[config.mk]
export PLATFORM = sky130hd
export DESIGN_NAME = lantern_mode_controller
export DESIGN_NICKNAME = d
export VERILOG_FILES = /design/src/design/lmc_pkg.sv /design/src/design/lmc_cfg_regs.sv /design/src/design/lmc_in_reg.sv /design/src/design/lmc_mode_fsm.sv /design/src/design/lantern_mode_controller.sv
export SDC_FILE = /design/constraint.sdc
export NUM_CORES = 1
export LEC_CHECK = 0
export ABC_CLOCK_PERIOD_IN_PS = 7050
export BUFFER_PORTS_ARGS = -buffer_cell sky130_fd_sc_hd__buf_2
export CORE_ASPECT_RATIO = 1.25
export CORE_UTILIZATION = 60
export DETAILED_ROUTE_END_ITERATION = 8
export GPL_ROUTABILITY_DRIVEN = 0
export HOLD_SLACK_MARGIN = 0.03
export PLACE_DENSITY = 0.77
export SLEW_MARGIN = 40
export SYNTH_ARGS = -nofsm -noshare
export SYNTH_HDL_FRONTEND = slang
export SYNTH_SLANG_ARGS = --single-unit
[constraint.sdc]
create_clock -name clk_i -period 7.05 [get_ports clk_i]
set_clock_uncertainty 0.2 [all_clocks]
set_input_delay 1.0575 -clock clk_i [delete_from_list [all_inputs] [get_ports clk_i]]
set_output_delay 1.0575 -clock clk_i [all_outputs]
set_load 0.005 [all_outputs]
[src/design/lmc_pkg.sv]
package lmc_pkg;

  typedef enum logic [2:0] {
    MODE_IDLE     = 3'd0,
    MODE_BARGRAPH = 3'd1,
    MODE_WHITE    = 3'd2,
    MODE_RED      = 3'd3,
    MODE_FADE     = 3'd4,
    MODE_WAIT     = 3'd5
  } lamp_mode_e;

  localparam int unsigned CfgIdxW = 2;
  localparam int unsigned CfgDataW = 10;

  localparam logic [CfgIdxW-1:0] CFG_FADE_INTERVAL = 2'd0;
  localparam logic [CfgIdxW-1:0] CFG_FADE_FLOOR    = 2'd1;
  localparam logic [CfgIdxW-1:0] CFG_ON_BRIGHTNESS = 2'd2;

  localparam logic [7:0] FADE_INTERVAL_RST = 8'd10;
  localparam logic [7:0] FADE_FLOOR_RST    = 8'd30;
  localparam logic [9:0] ON_BRIGHTNESS_RST = 10'd1023;

  localparam logic [7:0] FADE_TOP = 8'd255;
  localparam logic [7:0] ELAPSED_MAX = 8'd255;

  localparam logic [18:0] CV_SCALE = 19'd440;
  localparam logic [8:0] CV_LEVEL1 = 9'd320;
  localparam logic [8:0] CV_LEVEL2 = 9'd340;
  localparam logic [8:0] CV_LEVEL3 = 9'd360;
  localparam logic [8:0] CV_LEVEL4 = 9'd370;
  localparam logic [8:0] CV_LEVEL5 = 9'd400;

  typedef struct packed {
    logic [7:0] fade_interval_ms;
    logic [7:0] fade_floor_index;
    logic [9:0] on_brightness;
  } cfg_t;

  typedef struct packed {
    logic       press_event;
    logic       release_event;
    logic       long_press;
    logic [9:0] battery_code;
  } tick_t;

  typedef struct packed {
    lamp_mode_e mode;
    logic       white_enable;
    logic [9:0] white_level;
    logic       red_enable;
    logic       bargraph_enable;
    logic [2:0] bargraph_level;
  } result_t;

  localparam logic [9:0] GAMMA_ROM [256] = '{
    10'd0,   10'd0,   10'd0,   10'd0,   10'd0,   10'd0,   10'd0,   10'd0,
    10'd1,   10'd1,   10'd1,   10'd1,   10'd1,   10'd2,   10'd2,
    10'd2,   10'd3,   10'd3,   10'd3,   10'd4,   10'd4,   10'd5,   10'd5,
    10'd5,   10'd6,   10'd7,   10'd7,   10'd8,   10'd8,   10'd9,
    10'd10,  10'd10,  10'd11,  10'd12,  10'd13,  10'd13,  10'd14,  10'd15,
    10'd16,  10'd17,  10'd18,  10'd19,  10'd20,  10'd21,  10'd22,
    10'd23,  10'd24,  10'd25,  10'd27,  10'd28,  10'd29,  10'd30,  10'd32,
    10'd33,  10'd34,  10'd36,  10'd37,  10'd39,  10'd40,  10'd42,
    10'd43,  10'd45,  10'd46,  10'd48,  10'd50,  10'd52,  10'd53,  10'd55,
    10'd57,  10'd59,  10'd61,  10'd62,  10'd64,  10'd66,  10'd68,
    10'd70,  10'd72,  10'd75,  10'd77,  10'd79,  10'd81,  10'd83,  10'd85,
    10'd88,  10'd90,  10'd92,  10'd95,  10'd97,  10'd100, 10'd102,
    10'd105, 10'd107, 10'd110, 10'd112, 10'd115, 10'd118, 10'd121, 10'd123,
    10'd126, 10'd129, 10'd132, 10'd135, 10'd138, 10'd141, 10'd144,
    10'd147, 10'd150, 10'd153, 10'd156, 10'd159, 10'd162, 10'd166, 10'd169,
    10'd172, 10'd175, 10'd179, 10'd182, 10'd186, 10'd189, 10'd193,
    10'd196, 10'd200, 10'd203, 10'd207, 10'd211, 10'd215, 10'd218, 10'd222,
    10'd226, 10'd230, 10'd234, 10'd238, 10'd242, 10'd246, 10'd250,
    10'd254, 10'd258, 10'd262, 10'd266, 10'd271, 10'd275, 10'd279, 10'd284,
    10'd288, 10'd292, 10'd297, 10'd301, 10'd306, 10'd311, 10'd315,
    10'd320, 10'd324, 10'd329, 10'd334, 10'd339, 10'd344, 10'd348, 10'd353,
    10'd358, 10'd363, 10'd368, 10'd373, 10'd378, 10'd384, 10'd389,
    10'd394, 10'd399, 10'd405, 10'd410, 10'd415, 10'd421, 10'd426, 10'd432,
    10'd437, 10'd443, 10'd448, 10'd454, 10'd459, 10'd465, 10'd471,
    10'd477, 10'd483, 10'd488, 10'd494, 10'd500, 10'd506, 10'd512, 10'd518,
    10'd524, 10'd530, 10'd537, 10'd543, 10'd549, 10'd555, 10'd562,
    10'd568, 10'd575, 10'd581, 10'd587, 10'd594, 10'd601, 10'd607, 10'd614,
    10'd620, 10'd627, 10'd634, 10'd641, 10'd648, 10'd654, 10'd661,
    10'd668, 10'd675, 10'd682, 10'd689, 10'd697, 10'd704, 10'd711, 10'd718,
    10'd725, 10'd733, 10'd740, 10'd747, 10'd755, 10'd762, 10'd770,
    10'd777, 10'd785, 10'd793, 10'd800, 10'd808, 10'd816, 10'd824, 10'd831,
    10'd839, 10'd847, 10'd855, 10'd863, 10'd871, 10'd879, 10'd887,
    10'd896, 10'd904, 10'd912, 10'd920, 10'd929, 10'd937, 10'd945, 10'd954,
    10'd962, 10'd971, 10'd980, 10'd988, 10'd997, 10'd1005, 10'd1014,
    10'd1023
  };

  function automatic logic [2:0] battery_level(input logic [9:0] code);
    logic [18:0] prod;
    logic [8:0]  cv;
    logic [2:0]  lvl;
    prod = 19'(code) * CV_SCALE;
    cv = prod[18:10];
    if (cv <= CV_LEVEL1) begin
      lvl = 3'd1;
    end else if (cv <= CV_LEVEL2) begin
      lvl = 3'd2;
    end else if (cv <= CV_LEVEL3) begin
      lvl = 3'd3;
    end else if (cv <= CV_LEVEL4) begin
      lvl = 3'd4;
    end else if (cv <= CV_LEVEL5) begin
      lvl = 3'd5;
    end else begin
      lvl = 3'd6;
    end
    return lvl;
  endfunction

endpackage

[src/design/lmc_cfg_regs.sv]
module lmc_cfg_regs (
  input  logic                          clk_i,
  input  logic                          rst_ni,
  input  logic                          cfg_valid_i,
  input  logic [lmc_pkg::CfgIdxW-1:0]   cfg_index_i,
  input  logic [lmc_pkg::CfgDataW-1:0]  cfg_data_i,
  output lmc_pkg::cfg_t                 cfg_o
);
  import lmc_pkg::*;

  cfg_t cfg_q, cfg_d;

  always_comb begin
    cfg_d = cfg_q;
    if (cfg_valid_i) begin
      case (cfg_index_i)
        CFG_FADE_INTERVAL: cfg_d.fade_interval_ms = cfg_data_i[7:0];
        CFG_FADE_FLOOR:    cfg_d.fade_floor_index = cfg_data_i[7:0];
        CFG_ON_BRIGHTNESS: cfg_d.on_brightness = cfg_data_i;
        default:           cfg_d = cfg_q;
      endcase
    end
  end

  always_ff @(posedge clk_i or negedge rst_ni) begin
    if (!rst_ni) begin
      cfg_q.fade_interval_ms <= FADE_INTERVAL_RST;
      cfg_q.fade_floor_index <= FADE_FLOOR_RST;
      cfg_q.on_brightness <= ON_BRIGHTNESS_RST;
    end else begin
      cfg_q <= cfg_d;
    end
  end

  assign cfg_o = cfg_q;

endmodule

[src/design/lmc_in_reg.sv]
module lmc_in_reg (
  input  logic           clk_i,
  input  logic           rst_ni,
  input  logic           in_valid_i,
  output logic           in_ready_o,
  input  lmc_pkg::tick_t tick_i,
  input  logic           advance_i,
  output logic           valid_o,
  output lmc_pkg::tick_t tick_o
);
  import lmc_pkg::*;

  logic  valid_q, valid_d;
  tick_t tick_q;

  assign in_ready_o = !valid_q || advance_i;

  always_comb begin
    valid_d = valid_q;
    if (in_ready_o) begin
      valid_d = in_valid_i;
    end
  end

  always_ff @(posedge clk_i or negedge rst_ni) begin
    if (!rst_ni) begin
      valid_q <= 1'b0;
    end else begin
      valid_q <= valid_d;
    end
  end

  always_ff @(posedge clk_i) begin
    if (in_valid_i && in_ready_o) begin
      tick_q <= tick_i;
    end
  end

  assign valid_o = valid_q;
  assign tick_o = tick_q;

endmodule

[src/design/lmc_mode_fsm.sv]
module lmc_mode_fsm (
  input  logic             clk_i,
  input  logic             rst_ni,
  input  logic             step_i,
  input  lmc_pkg::tick_t   tick_i,
  input  lmc_pkg::cfg_t    cfg_i,
  output lmc_pkg::result_t result_o
);
  import lmc_pkg::*;

  lamp_mode_e mode_q, mode_d;
  logic [9:0] pwm_q, pwm_d;
  logic [7:0] idx_q, idx_d;
  logic       rising_q, rising_d;
  logic [7:0] elapsed_q, elapsed_d;
  logic [2:0] shown_q, shown_d;

  logic [7:0] elapsed_inc;
  logic       fade_step;
  logic [7:0] idx_up;
  logic [7:0] idx_dn;

  always_comb begin
    elapsed_inc = (elapsed_q != ELAPSED_MAX) ? elapsed_q + 8'd1 : elapsed_q;
    fade_step = elapsed_inc > cfg_i.fade_interval_ms;
    idx_up = (idx_q != FADE_TOP) ? idx_q + 8'd1 : idx_q;
    idx_dn = (idx_q != 8'd0) ? idx_q - 8'd1 : idx_q;

    mode_d = mode_q;
    pwm_d = pwm_q;
    idx_d = idx_q;
    rising_d = rising_q;
    elapsed_d = elapsed_q;
    shown_d = shown_q;

    if (step_i) begin
      case (mode_q)
        MODE_BARGRAPH: begin
          if (tick_i.release_event) begin
            mode_d = MODE_WHITE;
            pwm_d = cfg_i.on_brightness;
          end
        end
        MODE_WHITE: begin
          if (tick_i.release_event) begin
            mode_d = MODE_RED;
            pwm_d = 10'd0;
          end else if (tick_i.long_press) begin
            mode_d = MODE_FADE;
            idx_d = FADE_TOP;
            rising_d = 1'b0;
            elapsed_d = 8'd0;
          end
        end
        MODE_RED: begin
          if (tick_i.press_event) begin
            mode_d = tick_i.release_event ? MODE_IDLE : MODE_WAIT;
          end
        end
        MODE_FADE: begin
          if (fade_step) begin
            pwm_d = GAMMA_ROM[idx_q];
            elapsed_d = 8'd0;
            if (rising_q) begin
              idx_d = idx_up;
              if (idx_up == FADE_TOP) begin
                rising_d = 1'b0;
              end
            end else begin
              idx_d = idx_dn;
              if (idx_dn <= cfg_i.fade_floor_index) begin
                rising_d = 1'b1;
              end
            end
          end else begin
            elapsed_d = elapsed_inc;
          end
          if (tick_i.release_event) begin
            mode_d = MODE_WHITE;
          end
        end
        MODE_WAIT: begin
          if (tick_i.release_event) begin
            mode_d = MODE_IDLE;
          end
        end
        default: begin
          mode_d = MODE_IDLE;
          if (tick_i.press_event) begin
            mode_d = MODE_BARGRAPH;
            shown_d = battery_level(tick_i.battery_code);
          end
        end
      endcase
    end

    result_o.mode = mode_d;
    result_o.white_enable = (mode_d == MODE_WHITE) || (mode_d == MODE_FADE);
    result_o.white_level = pwm_d;
    result_o.red_enable = (mode_d == MODE_RED);
    result_o.bargraph_enable = (mode_d == MODE_BARGRAPH);
    result_o.bargraph_level = (mode_d == MODE_BARGRAPH) ? shown_d : 3'd0;
  end

  always_ff @(posedge clk_i or negedge rst_ni) begin
    if (!rst_ni) begin
      mode_q <= MODE_IDLE;
      pwm_q <= 10'd0;
      idx_q <= 8'd0;
      rising_q <= 1'b1;
      elapsed_q <= 8'd0;
      shown_q <= 3'd0;
    end else begin
      mode_q <= mode_d;
      pwm_q <= pwm_d;
      idx_q <= idx_d;
      rising_q <= rising_d;
      elapsed_q <= elapsed_d;
      shown_q <= shown_d;
    end
  end

endmodule

[src/design/lantern_mode_controller.sv]
// Lamp mode controller for a lantern: every input word is one millisecond tick
// with button events and a battery code, and every tick produces exactly one
// output word with the mode and LED drive after that tick. A tick is taken in
// every clock cycle unless the input stalls; it passes an input register and
// then a result register, from which its output word is offered, and the input
// stalls only while the result register holds a word the consumer has not
// taken. Configuration writes complete in the cycle they are presented and
// should be made only while no tick is in flight.
module lantern_mode_controller (
  input  logic                          clk_i,
  input  logic                          rst_ni,
  input  logic                          in_valid_i,
  output logic                          in_ready_o,
  input  logic                          press_event_i,
  input  logic                          release_event_i,
  input  logic                          long_press_i,
  input  logic [9:0]                    battery_code_i,
  output logic                          out_valid_o,
  input  logic                          out_ready_i,
  output logic [2:0]                    mode_o,
  output logic                          white_enable_o,
  output logic [9:0]                    white_level_o,
  output logic                          red_enable_o,
  output logic                          bargraph_enable_o,
  output logic [2:0]                    bargraph_level_o,
  input  logic                          cfg_valid_i,
  output logic                          cfg_ready_o,
  input  logic [lmc_pkg::CfgIdxW-1:0]   cfg_index_i,
  input  logic [lmc_pkg::CfgDataW-1:0]  cfg_data_i
);
  import lmc_pkg::*;

  cfg_t    cfg;
  tick_t   tick_in;
  tick_t   tick_reg;
  logic    tick_valid;
  logic    advance;
  result_t result_next;
  result_t result_q;
  logic    out_valid_q, out_valid_d;

  assign cfg_ready_o = 1'b1;

  lmc_cfg_regs u_cfg_regs (
    .clk_i       (clk_i),
    .rst_ni      (rst_ni),
    .cfg_valid_i (cfg_valid_i),
    .cfg_index_i (cfg_index_i),
    .cfg_data_i  (cfg_data_i),
    .cfg_o       (cfg)
  );

  assign tick_in.press_event = press_event_i;
  assign tick_in.release_event = release_event_i;
  assign tick_in.long_press = long_press_i;
  assign tick_in.battery_code = battery_code_i;

  assign advance = tick_valid && (!out_valid_q || out_ready_i);

  lmc_in_reg u_in_reg (
    .clk_i      (clk_i),
    .rst_ni     (rst_ni),
    .in_valid_i (in_valid_i),
    .in_ready_o (in_ready_o),
    .tick_i     (tick_in),
    .advance_i  (advance),
    .valid_o    (tick_valid),
    .tick_o     (tick_reg)
  );

  lmc_mode_fsm u_mode_fsm (
    .clk_i    (clk_i),
    .rst_ni   (rst_ni),
    .step_i   (advance),
    .tick_i   (tick_reg),
    .cfg_i    (cfg),
    .result_o (result_next)
  );

  always_comb begin
    out_valid_d = out_valid_q;
    if (advance) begin
      out_valid_d = 1'b1;
    end else if (out_ready_i) begin
      out_valid_d = 1'b0;
    end
  end

  always_ff @(posedge clk_i or negedge rst_ni) begin
    if (!rst_ni) begin
      out_valid_q <= 1'b0;
    end else begin
      out_valid_q <= out_valid_d;
    end
  end

  always_ff @(posedge clk_i) begin
    if (advance) begin
      result_q <= result_next;
    end
  end

  assign out_valid_o = out_valid_q;
  assign mode_o = result_q.mode;
  assign white_enable_o = result_q.white_enable;
  assign white_level_o = result_q.white_level;
  assign red_enable_o = result_q.red_enable;
  assign bargraph_enable_o = result_q.bargraph_enable;
  assign bargraph_level_o = result_q.bargraph_level;

  // A held tick must not be overwritten while the result register is stalled.
  assert property (@(posedge clk_i) disable iff (!rst_ni)
    (tick_valid && out_valid_o && !out_ready_i) |-> !in_ready_o)
    else $error("input register accepts a word while the output is stalled");

  // At most one light source is driven at a time.
  assert property (@(posedge clk_i) disable iff (!rst_ni)
    out_valid_o |-> $onehot0({white_enable_o, red_enable_o, bargraph_enable_o}))
    else $error("more than one light source enabled");

  // The bargraph always shows a battery level of one or more.
  assert property (@(posedge clk_i) disable iff (!rst_ni)
    (out_valid_o && bargraph_enable_o) |-> (bargraph_level_o != 3'd0))
    else $error("bargraph enabled with an empty level");

  // A stalled output word keeps its contents.
  assert property (@(posedge clk_i) disable iff (!rst_ni)
    (out_valid_o && !out_ready_i) |=> $stable(result_q))
    else $error("result register changed while stalled");

endmodule

Yosys cells after proc, flatten, opt, wreduce, memory -nomap -nowiden --
Memories as Yosys holds them, arrays and structs flattened. Cells that the tools add are included.
Storage, ports and cells: bits in registers 93, ROM bits 2560, output and inout bits 22, memories kept 1
Operators by class: add/sub/neg operators 3, $mul 1, $lt $le $gt $ge 8, equality and inequality tests 17, mux-type cells 45, bitwise logic cells 1, reduce and logical (&&, ||, !) cells 18
Memory list:
- (no name shown) | depth 256, width 10, rd ports 1, clocked after memory_dff 0, write ports 0, line lmc_mode_fsm.sv:62 | pwm_d = GAMMA_ROM[idx_q];
Operators by type and width (count):
- $mux 8 | 10
- $mux 10 | 6
- $le 9x9->1 const B | 5
- $mux 3 | 14
- $pmux 8 s2 | 2
- $pmux 10 s3 | 1
- $add 8x1->8 const B | 2
- $mul 10x6->16 const B | 1
- $ne 8x8->1 const B | 2
- $eq 3x2->1 const B | 4
- $pmux 3 s4 | 1
- $eq 3x3->1 const B | 3
- $ge 9x9->1 const B | 1
- $mux 1 | 9
- $not 8->9 | 1
- $eq 8x8->1 const B | 1
- $gt 8x8->1 | 1
- $le 8x8->1 | 1
- $reduce_bool 8->1 | 1
- $sub 8x1->8 const B | 1
- $eq 3x1->1 const B | 2
- $reduce_and 2->1 | 3
- $reduce_and 5->1 | 1
- $reduce_or 5->1 | 1
- other kinds (13) | 19

Depth between registers and ports, before layout --
depth in word-level cells 10, gate-level depth with buffers 18, gate-level depth less buffers 16

Hierarchy --
From an unflattened synthesis, not the netlist that was laid out.
Second synthesis, totals: cells, all modules 932, area, all modules 8300.5 um^2
Modules (own cells, without submodules):
- lmc_mode_fsm | times used 1, cells each 834, area an instance 6222.2 um^2, sequential area each 827.0 um^2
- lmc_cfg_regs | times used 1, cells each 56, area an instance 1008.5 um^2, sequential area each 670.6 um^2
- lantern_mode_controller | times used 1, cells each 25, area an instance 625.6 um^2, sequential area each 595.6 um^2
- lmc_in_reg | times used 1, cells each 17, area an instance 444.2 um^2, sequential area each 415.4 um^2

Worst setup path after synthesis --
No wires, ideal clock.
path kind register to register, start point register u_in_reg.tick_q, in the netlist u_in_reg.tick_o[5], end point register u_mode_fsm.shown_q[0], library setup time 0.128 ns, arrival time 4.108 ns, required time 6.722 ns, slack 2.614 ns, cell stages (with the launch flop) 15, buffers on the path 0, clock period less this slack 4.436 ns, path through edfxtp_1 -> fa_1 -> inv_1 -> fa_1 -> fa_1 -> inv_1 -> ha_1 -> a21o_1 -> a21o_1 -> or3_1 -> o311a_1 -> o31ai_1 -> o31ai_1 -> a211oi_1 -> nor3_1
Between the ends: cells in the longest elaborated chain, start to end 10
RTL lines:
- start, declared | line lmc_in_reg.sv:14 | tick_t tick_q;
- start signal, assigned | line lmc_in_reg.sv:35 | tick_q <= tick_i;
- $mul 10x6->16 (*) | line lmc_pkg.sv:97 | prod = 19'(code) * CV_SCALE;
- $le 9x9->1 | line lmc_pkg.sv:107 | end else if (cv <= CV_LEVEL5) begin
- $mux 2 | line lmc_pkg.sv:107
- $mux 3 | line lmc_pkg.sv:105 | end else if (cv <= CV_LEVEL4) begin
- $mux 3 | line lmc_pkg.sv:103 | end else if (cv <= CV_LEVEL3) begin
- $mux 3 | line lmc_pkg.sv:101 | end else if (cv <= CV_LEVEL2) begin
- $mux 3 (*) | line lmc_pkg.sv:99 | if (cv <= CV_LEVEL1) begin
- $mux 3 (*) | line lmc_mode_fsm.sv:89 | if (tick_i.press_event) begin
- $mux 3 (*) | line lmc_mode_fsm.sv:37 | case (mode_q)
- $mux 3 (*) | line lmc_mode_fsm.sv:36 | if (step_i) begin
- via u_mode_fsm.shown_d[0] | line lmc_mode_fsm.sv:16 | logic [2:0] shown_q, shown_d;
- end signal, assigned | line lmc_mode_fsm.sv:119 | shown_q <= shown_d;
- end, declared | line lmc_mode_fsm.sv:16
The timed path passes the listed nets; every way through them passes the cells marked *. A chain may end at the register's enable or synchronous reset.

Worst setup path in the final report --
start point register u_in_reg.tick_q, in the netlist u_in_reg.tick_o[6], end point register result_q, in the netlist bargraph_level_o[1], data pin
Between the ends: cells in the longest elaborated chain, start to end 10
RTL lines:
- $mul 10x6->16 (*) | line lmc_pkg.sv:97
- $le 9x9->1 | line lmc_pkg.sv:107
- $mux 2 | line lmc_pkg.sv:107
- $mux 3 | line lmc_pkg.sv:105
- $mux 3 | line lmc_pkg.sv:103
- $mux 3 | line lmc_pkg.sv:101
- $mux 3 (*) | line lmc_pkg.sv:99
- $mux 3 (*) | line lmc_mode_fsm.sv:89
- $mux 3 (*) | line lmc_mode_fsm.sv:37
- $mux 3 (*) | line lmc_mode_fsm.sv:36
- end signal, assigned | line lantern_mode_controller.sv:99 | result_q <= result_next;
- end, declared | line lantern_mode_controller.sv:39 | result_t result_q;
Mark *: on every way between the ends. The rest lies on a longest branch, timed or not.

==> results.py <==
metrics = {
    "critical_path": {
        "crit_family": "adder cells",
        "cp_max_fo": 11,
        "path_class": "flop to flop",
        "endpoint_kind": "flop",
        "cp_data_arrival_time_ns": 4.86,
        "rr_startpoint": "u_in_reg.tick_o[6]",
        "crit_start": "u_in_reg.tick_o[6]",
        "timing.rr.end": "bargraph_level_o[1]",
        "ff2ff_setup_slack_ns": 2.08,
        "cp_slowest_stage_delay_ns": 0.59,
        "critPathSlowestCell": "o311ai_0",
        "path_depth": 14,
        "critPathMostFrequentCell": "fa_1",
        "crit_required_ns": 6.94,
        "cp_cell_sequence": "inv_1, fa_1, fa_1, fa_1, inv_1, ha_1, nand2_1, a2111o_1, a21oi_1, nor2_1, o311ai_0, and3_1, a21o_1, a21oi_2",
        "critical_path.endpoint": "bargraph_level_o[1]",
        "path_buf_inv": 2,
        "startpoint_type": "flop",
        "reg2reg_depth": 14,
    },
    "sta": {
        "hold_viol": 0,
        "relSlewSlack_pct": 52.2,
        "timing.final.crit_period_ns": 4.97,
        "rsz0062_at_grt": "no",
        "setup_viol": 0,
        "fin_crit_sh_pct": 70.5,
        "slew_viol_final": 0,
        "worst_pin_slew_ns": 0.717,
        "fmax_ghz": 0.201,
        "tns_ns": 0,
    },
    "cts": {
        "ctsLongestPathBuffers": 2,
        "cts_sinks": 93,
        "clock-root-buffer": "clkbuf_16",
        "path_clk_slew_ns": 0.06,
        "clk_latency_ns": 0.34,
        "cts_tree": "done",
        "cts_hold_buffers": 0,
        "cts_made_buffers": 9,
        "cts_max_level": 3,
        "cts_resized": 0,
        "postCtsSetupRepairBufs": 0,
    },
    "placement": {
        "place_area_sq_um": 8600,
        "hpwl_mm": 14.9,
        "portBuffers": 50,
        "dpl.cell_count": 1134,
    },
    "detailed_routing": {
        "drtIter0Drc": 570,
        "vias": 7382,
        "dr.pass1.iters": 5,
        "vias_per_cell": 6.42,
        "wl_per_cell_um": 18.2,
        "drt.antenna.violating_nets": 0,
        "routed_wl_mm": 20.9,
        "drc_errors": 0,
    },
    "yosys": {
        "ys_seq_area_share_pct": 30.3,
        "post-synth-top-count-cell": "nand2_1",
        "ys_seq_elements": 93,
        "yosysTopAreaCell": "dfrtp_1",
        "synthCells": 962,
        "synthTopCellsByCount": "86 x nand2_1, 79 x nor2_1, 73 x inv_1",
        "synth_top_cell_area_share_pct": 13.3,
        "synth_cell_types": 74,
        "yosys-top-cells-area": "dfrtp_1 13%, edfxtp_1 12%, ha_1 9.5%",
        "synthesis.nets": 1076,
        "netlist_area_sq_um": 8280,
        "synth_edf_count": 32,
        "ys_dominant_reg_cell": "dfrtp_1",
        "yosysWarnings": 0,
        "synth.avg_cell_area_sq_um": 8.61,
        "synth-async-reset-ratio_pct": 65.6,
    },
    "final_layout": {
        "nFillCells": 1061,
        "antenna_cells": 0,
        "layout-drive-gt1-share_pct": 14.3,
        "syn2layout_area_growth_pct": 7.18,
        "design_area_sq_um": 8880,
        "fin_cells": 1150,
        "finalNetCount": 1088,
    },
    "global_routing": {
        "first_global_vias": 6817,
        "antenna_found_initial": 0,
        "track_usage_pct": 30.4,
        "overflow": 0,
        "grt_start_max_net_pins": 63,
        "grt_pass1_wl_mm": 34.1,
    },
    "power": {
        "p_per_area_nw_per_um2": 346,
        "p_leak_nw": 3.84,
        "peakVddDrop_mv": 0.248,
    },
    "outcome": {
        "outcome": "completed",
    },
    "job": {
        "maxCapViolations": 0,
    },
    "worst_hold_path": {
        "whs_path_depth": 2,
        "hp-class": "flop to flop",
    },
    "floorplanning": {
        "start_util_pct": 62.0,
        "io_pins": 52,
        "die_x_um": 107,
        "core_sq_um": 13300,
        "num_rows": 47,
        "die_h_um": 133,
        "dieArea_sq_um": 14300,
    },
}
worst min path at each step:
stage,startpoint,endpoint,slack (ns)
global placement,u_mode_fsm.shown_q[1],u_mode_fsm.shown_q[1],0.26
global route,u_mode_fsm.shown_q[1],u_mode_fsm.shown_q[1],0.30
floorplan,u_mode_fsm.shown_q[2],u_mode_fsm.shown_q[2],0.24
CTS,u_mode_fsm.shown_q[1],u_mode_fsm.shown_q[1],0.28
finish,u_mode_fsm.shown_q[1],u_mode_fsm.shown_q[1],0.28
detailed placement,u_mode_fsm.shown_q[1],u_mode_fsm.shown_q[1],0.27
area by class of cell:
class                           count  area (sq um)  share of cell area (%)
Clock buffer                       10           229                    2.58
Clock inverter                      6          45.0                   0.507
Inverter                           75           282                    3.17
Multi-Input combinational cell    735          5270                    59.3
Sequential cell                    93          2510                    28.3
Tap cell                          171           214                    2.41
Timing Repair Buffer               60           329                    3.71
power breakdown:
group | switching [W] | internal, W
sequential | 0.0000987 | 0.000711
clock | 0.000208 | 0.000242
combinational | 0.00107 | 0.000739
total | 0.00138 | 0.00169
kinds of logic (layout without fill, tap and decap cells):
| logic type | Yosys count | in the layout | synth area share, % |
|---|---|---|---|
| compound gates | 291 | 291 | 23.6 |
| simple gates | 298 | 298 | 16.9 |
| other cells | 1 | 1 | 0.0453 |
| fa+ha+maj | 84 | 84 | 14.6 |
| flops | 93 | 93 | 30.3 |
| buf+inv | 134 | 151 | 6.27 |
| xor+xnor | 19 | 19 | 2.01 |
| mux | 42 | 42 | 6.21 |
flip-flops by register name, indices dropped and copies added, names as in the netlist, 3 cells and up:
signal and flops:
bargraph_level_o 3, mode_o 3, u_cfg_regs.cfg_o 26, u_in_reg.tick_o 13
u_mode_fsm.elapsed_q 8, u_mode_fsm.idx_q 8, u_mode_fsm.mode_q 3, u_mode_fsm.pwm_q 10
u_mode_fsm.shown_q 3, white_level_o 10
tightest hold or removal path, cell delays in order, from the launching register on:
cell	delay, ns
dfrtp_1	0.32
nand2_1	0.07
nand2_1	0.06
per-stage QoR:
| stage | setup WS (ns) | power [W] | hold slack [ns] | util (%) |
|---|---|---|---|---|
| detailed placement | 2.16 | 0.00258 | 0.267 | 64.4 |
| global route | 1.81 | 0.00331 | 0.305 | 66.5 |
| CTS | 2.12 | 0.00305 | 0.281 | 66.5 |
| global placement | 2.32 | 0.00255 | 0.263 | 64.3 |
| floorplan | 2.61 | 0.00219 | 0.239 | - |
| finish | 2.08 | 0.00307 | 0.279 | 66.5 |
layout by cell type, fill, tap and decap left out, types with 8 or more instances in the layout:
cell	instances
buf_2	50
a31oi_1	14
nand3_1	33
a211o_1	8
dfrtp_1	42
clkbuf_16	9
dfstp_2	17
nand2b_1	13
ha_1	63
and3_1	10
a22o_1	11
mux2_2	25
edfxtp_1	32
nor2b_1	18
buf_4	9
inv_1	72
a21oi_1	67
o21ai_0	69
nand2_1	86
a211oi_1	18
nor2_1	78
xnor2_1	17
mux2i_1	12
fa_1	21
o211ai_1	12
a21o_1	11
nor3_1	24
routing by layer:
layer	part of all wire, %	GRT usage [%]	up-vias
li1	-	-	3535
met1	43	40.5	3511
met2	48	49.4	289
met3	5.7	3.91	47
met4	3.6	13.3	0
met5	0	0	-
Power figures use the tool's default switching activity.
